**config.mk**
```make
export PLATFORM = sky130hd
export DESIGN_NAME = tiny_cpu_instruction_execute
export DESIGN_NICKNAME = d
export VERILOG_FILES = /design/src/hw/rtl/tcpu_pkg.sv /design/src/hw/rtl/tiny_cpu_instruction_execute.sv
export SDC_FILE = /design/constraint.sdc
export NUM_CORES = 1
export LEC_CHECK = 0
export BUFFER_PORTS_ARGS = -buffer_cell sky130_fd_sc_hd__buf_2
export CORE_ASPECT_RATIO = 0.6
export CORE_MARGIN = 1
export CORE_UTILIZATION = 25
export CTS_BUF_LIST = sky130_fd_sc_hd__clkbuf_8
export CTS_CLUSTER_SIZE = 25
export DETAILED_ROUTE_END_ITERATION = 6
export GPL_TIMING_DRIVEN = 1
export PLACE_DENSITY = 0.5
export SLEW_MARGIN = 5
export SYNTH_ARGS = -nofsm -noshare
export SYNTH_HDL_FRONTEND = slang
export SYNTH_SLANG_ARGS = --single-unit
```
**constraint.sdc**
```tcl
create_clock -name clock -period 8.8 [get_ports clock]
set_input_delay 0.44 -clock clock [delete_from_list [all_inputs] [get_ports clock]]
set_output_delay 0.44 -clock clock [all_outputs]
set_load 0.05 [all_outputs]
```
**src/hw/rtl/tcpu_pkg.sv**
```systemverilog
// Package for the tiny CPU instruction execute block.
// Holds the opcode codes, the register file constants and the request and
// response transaction types. It depends on nothing else.
package tcpu_pkg;

   localparam int REG_COUNT      = 16;
   localparam int REG_ADDR_WIDTH = 4;

   typedef enum logic [7:0] {
      OP_INC   = 8'h01,
      OP_DEC   = 8'h02,
      OP_MOV   = 8'h03,
      OP_LDI   = 8'h04,
      OP_SHL   = 8'h05,
      OP_SAR   = 8'h06,
      OP_JMP   = 8'h07,
      OP_JZ    = 8'h08,
      OP_JNZ   = 8'h09,
      OP_JEOF  = 8'h0A,
      OP_HALT  = 8'h0B,
      OP_ADD   = 8'h0C,
      OP_SUB   = 8'h0D,
      OP_XOR   = 8'h0E,
      OP_OR    = 8'h0F,
      OP_READ  = 8'h10,
      OP_WRITE = 8'h11
   } opcode_type;

   typedef struct packed {
      logic [7:0] opcode;
      logic [7:0] operand;
      logic [7:0] in_byte;
      logic       in_eof;
   } req_type;

   typedef struct packed {
      logic [7:0] next_pc;
      logic       out_valid;
      logic [7:0] out_byte;
      logic       halted;
      logic       illegal;
      logic       zero_out;
   } rsp_type;

endpackage

```
**src/hw/rtl/tiny_cpu_instruction_execute.sv**
```systemverilog
// Top level of the tiny CPU instruction execute block.
// Holds the register file, the program counter, the flags and the execute logic.
// Depends on tcpu_pkg for the opcode codes and the transaction types.
//
// Usage:
// Each request transaction carries one two-byte instruction (opcode and
// operand) together with the next input byte and its end-of-input mark.
// Each instruction yields exactly one response transaction with the next
// program counter, the output byte if any, and the halt, illegal and zero
// status. Both channels use valid and ready.
// A request is first captured in an input register, where both register
// file operands are read; the instruction executes on its way into the
// response register. One instruction is accepted in every cycle while the
// receiver takes each response, since the register file reads forward
// the value written by the instruction ahead. When the receiver stalls,
// the response register holds, the input register fills, and the request
// side then stalls as well.
// Reset clears all registers of the machine, the program counter and the
// flags, and empties both pipeline registers. After halt or an illegal
// opcode, further instructions are answered with the held program counter.
module tiny_cpu_instruction_execute
   import tcpu_pkg::*;
(
   input  logic    clock,
   input  logic    reset,
   input  logic    req_valid,
   output logic    req_ready,
   input  req_type req_data,
   output logic    rsp_valid,
   input  logic    rsp_ready,
   output rsp_type rsp_data
);

   logic [7:0]           mem_ff [REG_COUNT];
   logic [REG_COUNT-1:0] reg_valid_ff;

   logic       in_valid_ff;
   req_type    in_data_ff;
   logic [7:0] d_data_ff;
   logic [7:0] s_data_ff;

   logic    out_valid_ff;
   rsp_type out_data_ff;
   rsp_type out_data_in;

   logic [7:0] pc_ff;
   logic [7:0] pc_in;
   logic       zero_ff;
   logic       zero_in;
   logic       eof_ff;
   logic       eof_in;
   logic       halt_ff;
   logic       halt_in;

   logic                      fire;
   logic                      req_fire;
   logic                      wr_en;
   logic [REG_ADDR_WIDTH-1:0] wr_addr;
   logic [7:0]                wr_data;
   logic [REG_ADDR_WIDTH-1:0] d_addr;
   logic [REG_ADDR_WIDTH-1:0] req_d_addr;
   logic [REG_ADDR_WIDTH-1:0] req_s_addr;
   logic [7:0]                alu_value;
   logic                      alu_used;
   logic [7:0]                jump_target;

   assign fire      = in_valid_ff && (!out_valid_ff || rsp_ready);
   assign req_ready = !in_valid_ff || fire;
   assign req_fire  = req_valid && req_ready;
   assign rsp_valid = out_valid_ff;
   assign rsp_data  = out_data_ff;

   assign d_addr     = in_data_ff.operand[REG_ADDR_WIDTH-1:0];
   assign req_d_addr = req_data.operand[REG_ADDR_WIDTH-1:0];
   assign req_s_addr = req_data.operand[7:4];
   assign jump_target = pc_ff + in_data_ff.operand;

   always_comb begin
      pc_in       = pc_ff + 8'd2;
      zero_in     = zero_ff;
      eof_in      = eof_ff;
      halt_in     = halt_ff;
      wr_en       = 1'b0;
      wr_addr     = d_addr;
      wr_data     = d_data_ff;
      alu_value   = 8'd0;
      alu_used    = 1'b0;
      out_data_in = '0;
      if (halt_ff) begin
         pc_in = pc_ff;
      end else begin
         case (in_data_ff.opcode)
            OP_INC: begin
               alu_value = d_data_ff + 8'd1;
               alu_used  = 1'b1;
            end
            OP_DEC: begin
               alu_value = d_data_ff - 8'd1;
               alu_used  = 1'b1;
            end
            OP_MOV: begin
               wr_en   = 1'b1;
               wr_data = s_data_ff;
            end
            OP_LDI: begin
               wr_en   = 1'b1;
               wr_addr = '0;
               wr_data = in_data_ff.operand;
            end
            OP_SHL: begin
               alu_value = {d_data_ff[6:0], 1'b0};
               alu_used  = 1'b1;
            end
            OP_SAR: begin
               alu_value = {d_data_ff[7], d_data_ff[7:1]};
               alu_used  = 1'b1;
            end
            OP_JMP: begin
               pc_in = jump_target;
            end
            OP_JZ: begin
               if (zero_ff) begin
                  pc_in = jump_target;
               end
            end
            OP_JNZ: begin
               if (!zero_ff) begin
                  pc_in = jump_target;
               end
            end
            OP_JEOF: begin
               if (eof_ff) begin
                  pc_in = jump_target;
               end
            end
            OP_HALT: begin
               halt_in = 1'b1;
               pc_in   = pc_ff;
            end
            OP_ADD: begin
               alu_value = d_data_ff + s_data_ff;
               alu_used  = 1'b1;
            end
            OP_SUB: begin
               alu_value = d_data_ff - s_data_ff;
               alu_used  = 1'b1;
            end
            OP_XOR: begin
               alu_value = d_data_ff ^ s_data_ff;
               alu_used  = 1'b1;
            end
            OP_OR: begin
               alu_value = d_data_ff | s_data_ff;
               alu_used  = 1'b1;
            end
            OP_READ: begin
               if (in_data_ff.in_eof) begin
                  eof_in = 1'b1;
               end else begin
                  wr_en   = 1'b1;
                  wr_data = in_data_ff.in_byte;
               end
            end
            OP_WRITE: begin
               out_data_in.out_valid = 1'b1;
               out_data_in.out_byte  = d_data_ff;
            end
            default: begin
               out_data_in.illegal = 1'b1;
               halt_in             = 1'b1;
               pc_in               = pc_ff;
            end
         endcase
         if (alu_used) begin
            wr_en   = 1'b1;
            wr_data = alu_value;
            zero_in = (alu_value == 8'd0);
         end
      end
      out_data_in.next_pc  = pc_in;
      out_data_in.halted   = halt_in;
      out_data_in.zero_out = zero_in;
   end

   always_ff @(posedge clock) begin
      if (reset) begin
         in_valid_ff  <= 1'b0;
         out_valid_ff <= 1'b0;
         pc_ff        <= '0;
         zero_ff      <= 1'b0;
         eof_ff       <= 1'b0;
         halt_ff      <= 1'b0;
         reg_valid_ff <= '0;
      end else begin
         if (req_ready) begin
            in_valid_ff <= req_valid;
         end
         if (fire) begin
            out_valid_ff <= 1'b1;
         end else if (rsp_ready) begin
            out_valid_ff <= 1'b0;
         end
         if (fire) begin
            pc_ff   <= pc_in;
            zero_ff <= zero_in;
            eof_ff  <= eof_in;
            halt_ff <= halt_in;
            if (wr_en && !halt_ff) begin
               reg_valid_ff[wr_addr] <= 1'b1;
            end
         end
      end
   end

   always_ff @(posedge clock) begin
      if (fire && wr_en && !halt_ff) begin
         mem_ff[wr_addr] <= wr_data;
      end
   end

   always_ff @(posedge clock) begin
      if (req_fire) begin
         in_data_ff <= req_data;
         if (fire && wr_en && !halt_ff && (wr_addr == req_d_addr)) begin
            d_data_ff <= wr_data;
         end else if (!reg_valid_ff[req_d_addr]) begin
            d_data_ff <= 8'd0;
         end else begin
            d_data_ff <= mem_ff[req_d_addr];
         end
         if (fire && wr_en && !halt_ff && (wr_addr == req_s_addr)) begin
            s_data_ff <= wr_data;
         end else if (!reg_valid_ff[req_s_addr]) begin
            s_data_ff <= 8'd0;
         end else begin
            s_data_ff <= mem_ff[req_s_addr];
         end
      end
      if (fire) begin
         out_data_ff <= out_data_in;
      end
   end

endmodule

```
# After elaboration in Yosys (flattened, before gate mapping)
# Memory sizes are Yosys's and may differ from the RTL's.
# Cells that the tools add are included.
# word_totals
register_bits,90
ramBits,128
input_bits,29
output_inout_bits,22
wordCells,116
n_memories,1
# mem_list
memory,words,width,read_ports,rd_clocked_by_memory_dff,write_ports,line_no,source
mem_ff,16,8,2,0,1,tiny_cpu_instruction_execute.sv:34,logic [7:0] mem_ff [REG_COUNT];
# op_classes
add_sub_neg,6
n_lt_le_gt_ge,4
eq_ne,19
mux,39
bitwise_logic,5
n_reduce_logical,23
# op_table
op,count
$mux 8,12
$eq 8x4->1 const B,8
$pmux 8 s8,1
$pmux 8 s5,1
$eq 8x3->1 const B,4
$pmux 8 s3,1
$mux 1,17
$reduce_or 17->1,1
$add 8x8->8,2
$eq 8x2->1 const B,2
$eq 8x5->1 const B,2
$or 16x16->16,1
$reduce_or 16->1,1
$lt 4x5->1 const B,3
$reduce_or 12->1,1
$mux 9,1
$add 8x1->8 const B,1
$add 8x2->8 const B,1
$bmux 1 s4,2
$eq 4x4->1,2
$eq 8x1->1 const B,1
$logic_and 1x1->1,8
$logic_not 8->1,1
$mux 4,2
other kinds (15),20

# Depth between registers and ports, before layout
# Gate-level depths: netlist of the first run.
# logic_depth
depth_word,10
mapped_depth,15
depth_no_buf,14

# Least setup slack after synthesis of the first run
# Ideal clock, no wire load.
# synth_timing
path_kind,register to register
startpoint,register in_data_ff[21] (netlist bit)
endpoint,"memory mem_ff[0][7], data pin"
setup_ps,340
t_arrival_ps,3526
required_time_ps,8460
path_slack_ps,4934
stages_incl_launch_ff,14
n_path_buf,1
synth_period_minus_slack_ps,3866
cell_sequence,edfxtp_1 -> or4_1 -> buf_6 -> nor3_4 -> a21o_1 -> inv_1 -> ha_1 -> nand2b_1 -> a21oi_1 -> o22ai_1 -> o21ai_0 -> xnor2_1 -> a211oi_1 -> a211oi_1
# synth_between
elab_chain_cells,6
elab_cells_between_ends,19
cone_classes,11 x eq/ne; 7 x mux; 1 x reduce/logical
# synth_rtl
item,line_no,source
from (decl),tiny_cpu_instruction_execute.sv:38,req_type in_data_ff;
from (signal assigned),tiny_cpu_instruction_execute.sv:223,in_data_ff <= req_data;
"$eq 8x4->1, or another cell as far along",tiny_cpu_instruction_execute.sv:92,case (in_data_ff.opcode)
$reduce_or 8->1 (no line),--,
$mux 1,tiny_cpu_instruction_execute.sv:92,
$mux 1,tiny_cpu_instruction_execute.sv:89,if (halt_ff) begin
$mux 8 *,tiny_cpu_instruction_execute.sv:174,if (alu_used) begin
$mux 8 *,tiny_cpu_instruction_execute.sv:89,
named net wr_data[7],tiny_cpu_instruction_execute.sv:59,logic [7:0] wr_data;
to (decl),tiny_cpu_instruction_execute.sv:34,
# The timed path passes the listed nets; every way through them passes the cells marked *. The select of a mux whose other input is x is not followed.

# Final worst setup path of the first run
# layout_timing
startpoint,register in_data_ff[21] (netlist bit)
endpoint,"memory mem_ff[12][4], data pin"
# Same word-level chain as after synthesis.

==> results of run 1 <==
[registers in the layout (all words and copies together) (netlist names)]
register	cells
mem_ff	128
in_data_ff	21
rsp_data	20
reg_valid_ff	16
d_data_ff	8
pc_ff	8
s_data_ff	8
d_addr	4
eof_ff	1
halt_ff	1
in_valid_ff	1
rsp_valid	1
zero_ff	1
[cell usage in the layout, fill, tap and decap left out, types with 7 or more instances in the layout]
master    synthesis  routed
o21ba_2           7       7
nor2_1           85      85
nand2b_1         12      12
xnor2_1          18      18
o22ai_1           9       9
nand3_1           9       9
mux2i_1          18      18
a22o_1            9       9
edfxtp_1        189     189
ha_1             25      25
buf_2            10      50
nor3_1           10       7
and2_1           10       9
nor2b_1          10      10
a211oi_1         13      13
o21ai_0          32      32
dfxtp_1          29      29
a21oi_1          32      31
inv_1            31      42
clkinv_1          0       8
nand2_1          47      47
mux4_2           90      90
a22oi_1          12      12
clkbuf_8          0      38
buf_4             0      23
[final timing paths]
path / from / to / slack, ps / depth (start not counted)
worst max-delay path: in_data_ff[21] / mem_ff[12][4] / 4400 / 13
worst min-delay path: req_data[18] / in_data_ff[18] / 50 / 1
worst max register to register: in_data_ff[21] / mem_ff[12][4] / 4400 / 13
worst min register to register: reg_valid_ff[2] / reg_valid_ff[2] / 490 / 2
[report_power, final]
group	switching [µW]	internal (µW)	total, µW
clock	428	432	860
sequential	25.2	1140	1170
combinational	116	75.1	191
total	570	1650	2220
[final cells by class]
| class | count | area, µm² |
|---|---|---|
| clock inverter | 27 | 143 |
| timing repair buffer | 73 | 423 |
| inverter | 31 | 116 |
| tap | 620 | 776 |
| fill | 4574 | 31900 |
| sequential | 218 | 6260 |
| clock buffer | 38 | 523 |
| multi-input combinational | 534 | 4960 |
[worst max-delay path, cell delays in order (launching register included)]
cell	delay, ps
edfxtp_1	560
or4_1	780
nor3_4	430
nand2_1	140
ha_1	220
fa_1	440
nand2b_1	180
a21oi_1	140
nor2_1	60
o32ai_1	480
nor2b_1	110
nor2_1	100
a21oi_1	90
inv_1	410
[stage by stage]
| step | power [µW] | util |
|---|---|---|
| final | 2220 | 0.293 |
| after CTS | 2250 | 0.293 |
| after floorplan | 1320 | - |
| after global placement | 1380 | 0.278 |
| after detailed placement | 1380 | 0.278 |
| after global routing | 2310 | 0.293 |
[routing by layer]
layer  GRT usage  wire [µm]
met2       0.184      12800
met1       0.221      16000
met5           0          0
met3      0.0416       3260
met4      0.0282        409
[cells by family (layout without fill, tap and decap cells)]
group	Yosys count	count (layout)	share of synthesized area
and+or+nand+nor	218	218	0.0943
muxes	110	110	0.194
xor gates and xnor gates	25	25	0.0197
buffers and inverters	78	169	0.0272
DFF	218	218	0.544
adders and majority gates	27	27	0.0307
AOI/OAI and AO/OA	154	154	0.0906
==> impl_metrics.json, run 1 <==
{
  "drv_cap": 0,
  "async_reset_ff_frac": 0,
  "routedWlPerCell_um": 21.1,
  "finalClockSkew_ps": 18.5,
  "dr.pass1.iters": 5,
  "num_vias": 7602,
  "post-place-ws_ps": 4450,
  "ios": 51,
  "place_congestion": 0.889,
  "maxSlewViolCount": 0,
  "cts_max_path_buffers": 3,
  "max_freq_mhz": 227,
  "setup_ws_ps": 4400,
  "placement.cell_area_um2": 12500,
  "drc_errors": 0,
  "max_slew_margin": 0.156,
  "finalWirelength_um": 32500,
  "num_antenna_cells": 0,
  "synthTopCellsByCount": "189 x edfxtp_1, 90 x mux4_2, 85 x nor2_1",
  "die_h_um": 168,
  "cts_sinks": 218,
  "core_um2": 45100,
  "ant_nets": 0,
  "portBuffers": 50,
  "htreeDepth": 2,
  "grt-ovfl-total": 0,
  "timing.final.hold_violations": 0,
  "grt_antenna_before_repair": 0,
  "syn_inst": 830,
  "cts_made_buffers": 36,
  "tns_ps": 0,
  "setup_viol_count_final": 0,
  "yosysWarnings": 0,
  "synth_area_leader_cell": "edfxtp_1",
  "synth_edf_count": 189,
  "worstSetupPathType": "reg -> reg",
  "track_usage": 0.140,
  "synth.most_common_cell": "edfxtp_1",
  "clk_pin_slew_ps": 70,
  "std_cell_rows": 60,
  "dpl.hpwl_um": 22300,
  "synthTopCellsByArea": "edfxtp_1 49%, mux4_2 18%, dfxtp_1 5.0%, nor2_1 2.8%, ha_1 2.7%",
  "ys_seq_area_frac": 0.544,
  "synth_ff_type": "edfxtp_1",
  "power.density_nw_per_um2": 168,
  "start_util": 0.255,
  "grt_pass1_wl_um": 48600,
  "worst_pin_slew_ps": 1260,
  "rsz0062_at_grt": "no",
  "cts_setup_buffers": 0,
  "drive_gt1_frac": 0.260,
  "crit_required_ps": 9090,
  "cts_resized": 0,
  "syn_nets": 886,
  "outcome": "finished, final reports clean",
  "die-area_um2": 46900,
  "p_leak_uw": 0.00440,
  "cts_tree": "built",
  "hold_path_class": "in -> reg",
  "min_period_over_period": 0.500,
  "grt_max_degree": 42,
  "cts.root.buffer_cell": "clkbuf_8",
  "whs_ps": 53.5,
  "worst-path-max-fanout": 16,
  "die_x_um": 279,
  "synth.cell_area_um2": 11500,
  "finalInstanceArea_um2": 13200,
  "synth-seq-cells": 218,
  "clk_latency_ps": 560,
  "dp_cells": 1476,
  "end_kind": "register",
  "final_cells": 1541,
  "first_global_vias": 7476,
  "final.min_clock_period_ps": 4400,
  "ctsHoldBuffers": 0,
  "dr.first_iter.drc_count": 850,
  "area_delta_synth_final_pct": 14.7,
  "ys_types": 66,
  "vdd_drop_max_mv": 0.0829,
  "worst_ep_arrival_time_ps": 4690,
  "fin_nets": 950,
  "syn_avg_cell_area_um2": 13.9,
  "cp-start-kind": "register",
  "synth_top_area_share": 0.493,
  "via_per_inst": 4.93
}
(Power assumes the default switching activity.)
==> run 2, diff against run 1 <==
clock period = 4.1 ns   (was 8.8 ns; I/O delays follow)
==> impl_metrics.json, run 2 (same netlist as run 1, synthesis figures left out) <==
{
  "holdPathStages": 2,
  "grt_pass1_wl_um": 50900,
  "reg2reg_to": "mem_ff[11][4]",
  "worstHoldStart": "reset",
  "drv_cap": 0,
  "cp.buffers_inverters": 1,
  "timing.final.hold_violations": 0,
  "finalClockSkew_ps": 15.8,
  "finalInstanceArea_um2": 13500,
  "setup_ws_ps": 326,
  "slowest_delay_ps": 610,
  "track_usage": 0.146,
  "power.density_nw_per_um2": 349,
  "drive_gt1_frac": 0.264,
  "portBuffers": 50,
  "ff2ff_setup_slack_ps": 330,
  "die-area_um2": 46900,
  "p_sw_frac": 0.257,
  "layout_common_cells": "189 x edfxtp_1, 90 x mux4_2, 85 x nor2_1",
  "die_h_um": 168,
  "dpl.hpwl_um": 23400,
  "max_freq_mhz": 265,
  "place_congestion": 0.903,
  "cts_setup_buffers": 0,
  "fillCellCount": 4576,
  "dr.pass1.iters": 5,
  "post-place-ws_ps": 312,
  "grt-ovfl-total": 0,
  "grt_max_degree": 42,
  "grt_antenna_before_repair": 0,
  "via_per_inst": 4.89,
  "worst-path-max-fanout": 16,
  "maxSlewViolCount": 0,
  "switching_power_uw": 1210,
  "hold_path_class": "in -> reg",
  "path_cells": "or4_1, nor3_4, nand2_1, ha_1, fa_1, nand2b_1, a21oi_1, nor2_1, o32ai_1, nor2b_1, nor2_1, a21oi_1, inv_1",
  "cp_slowest_cell": "or4_1",
  "multi_input_area_um2": 4960,
  "total_power_uw": 4700,
  "fin_nets": 986,
  "regMostFlops": "mem_ff",
  "placement.cell_area_um2": 12700,
  "cts_made_buffers": 35,
  "end_kind": "register",
  "htreeDepth": 2,
  "cts_max_path_buffers": 3,
  "cp_top_family": "simple AND/OR/NAND/NOR gates",
  "p_seq_frac": 0.531,
  "crit_required_ps": 4390,
  "p_leak_uw": 0.00454,
  "cp-start-kind": "register",
  "r2r-start": "in_data_ff[22]",
  "dr.first_iter.drc_count": 797,
  "rsz0062_at_grt": "no",
  "first_global_vias": 7704,
  "max_slew_margin": 0.255,
  "worst_pin_slew_ps": 1120,
  "ios": 51,
  "ant_nets": 0,
  "num_vias": 7678,
  "min_period_over_period": 0.921,
  "cts.root.buffer_cell": "clkbuf_8",
  "ff2ff_path_depth": 13,
  "die_x_um": 279,
  "p_int_uw": 3490,
  "core_um2": 45100,
  "area_delta_synth_final_pct": 17.1,
  "cts_sinks": 218,
  "outcome": "finished, final reports clean",
  "utilization": 0.299,
  "pwr-share-clk": 0.373,
  "seqCellArea_um2": 6260,
  "routedWlPerCell_um": 21.4,
  "pwr-share-comb": 0.096,
  "finalWirelength_um": 33500,
  "clk_pin_slew_ps": 60,
  "num_antenna_cells": 0,
  "final.min_clock_period_ps": 3770,
  "largest_reg_flops": 128,
  "tns_ps": 0,
  "start_util": 0.255,
  "std_cell_rows": 60,
  "worst_ep_arrival_time_ps": 4060,
  "clk_latency_ps": 560,
  "drc_errors": 0,
  "vdd_drop_max_mv": 0.216,
  "hold_end": "reg_valid_ff[13]",
  "setup_viol_count_final": 0,
  "worstSetupPathType": "reg -> reg",
  "layout_commonest_cell": "edfxtp_1",
  "cts_tree": "built"
}
-- run 2: cell types whose count changed in the layout (fill, tap and decap cells not counted), moves of 3 or more --
cell,change
clkinv_1,-4
clkinv_2,-3
dlygate4sd3_1,+20
buf_4,+16
clkbuf_8,-3
-- run 2: metal layers --
layer,track usage,share of wire
met1,0.229,0.50
met2,0.194,0.40
met3,0.0425,0.086
met4,0.0258,0.012
met5,0,0
-- run 2: worst reg2reg max path, delay by kind of cell (launching register included) --
kind,cells,cell delay [ps]
compound gates,3,630
fa+ha+maj,2,630
buf+inv,1,420
flops,1,450
simple gates,7,1370
-- run 2: worst max-delay path by stage --
stage | start | to | slack (ps) | cells past startpoint
CTS | in_data_ff[22] | mem_ff[0][6] | 310 | 13
finish | in_data_ff[22] | mem_ff[11][4] | 330 | 13
global placement | in_data_ff[22] | mem_ff[14][4] | 400 | 13
detailed placement | in_data_ff[22] | mem_ff[8][6] | 310 | 13
global route | in_data_ff[22] | mem_ff[12][7] | 10 | 14
floorplan | in_data_ff[21] | mem_ff[0][7] | 230 | 13
-- run 2: area by class of cell --
type,count,area share
timing repair buffer,110,0.0566
clock inverter,21,0.00929
clock buffer,35,0.0357
inverter,31,0.00864
sequential,218,0.464
multi-input combinational,534,0.368
tap,620,0.0576
-- run 2: repair_timing --
action	CTS	global route
gates resized for setup	0	1
hold buffers	20	0
endpoints found under the setup margin	0	16
hold endpoints to repair	19	0
-- run 2: power by group through the flow --
stage / Sequential, µW / Clock, µW / Combinational [µW]
floorplan: 2540 / 0 / 280
global placement: 2540 / 0 / 433
detailed placement: 2540 / 0 / 437
CTS: 2490 / 1820 / 453
global route: 2490 / 1920 / 489
finish: 2490 / 1750 / 451
-- run 2: stage by stage --
stage	hold WS, ps	instances
after floorplan	304	830
after global placement	382	1493
after detailed placement	384	1493
after CTS	84.0	1569
after global routing	87.6	1569
final	119	1569
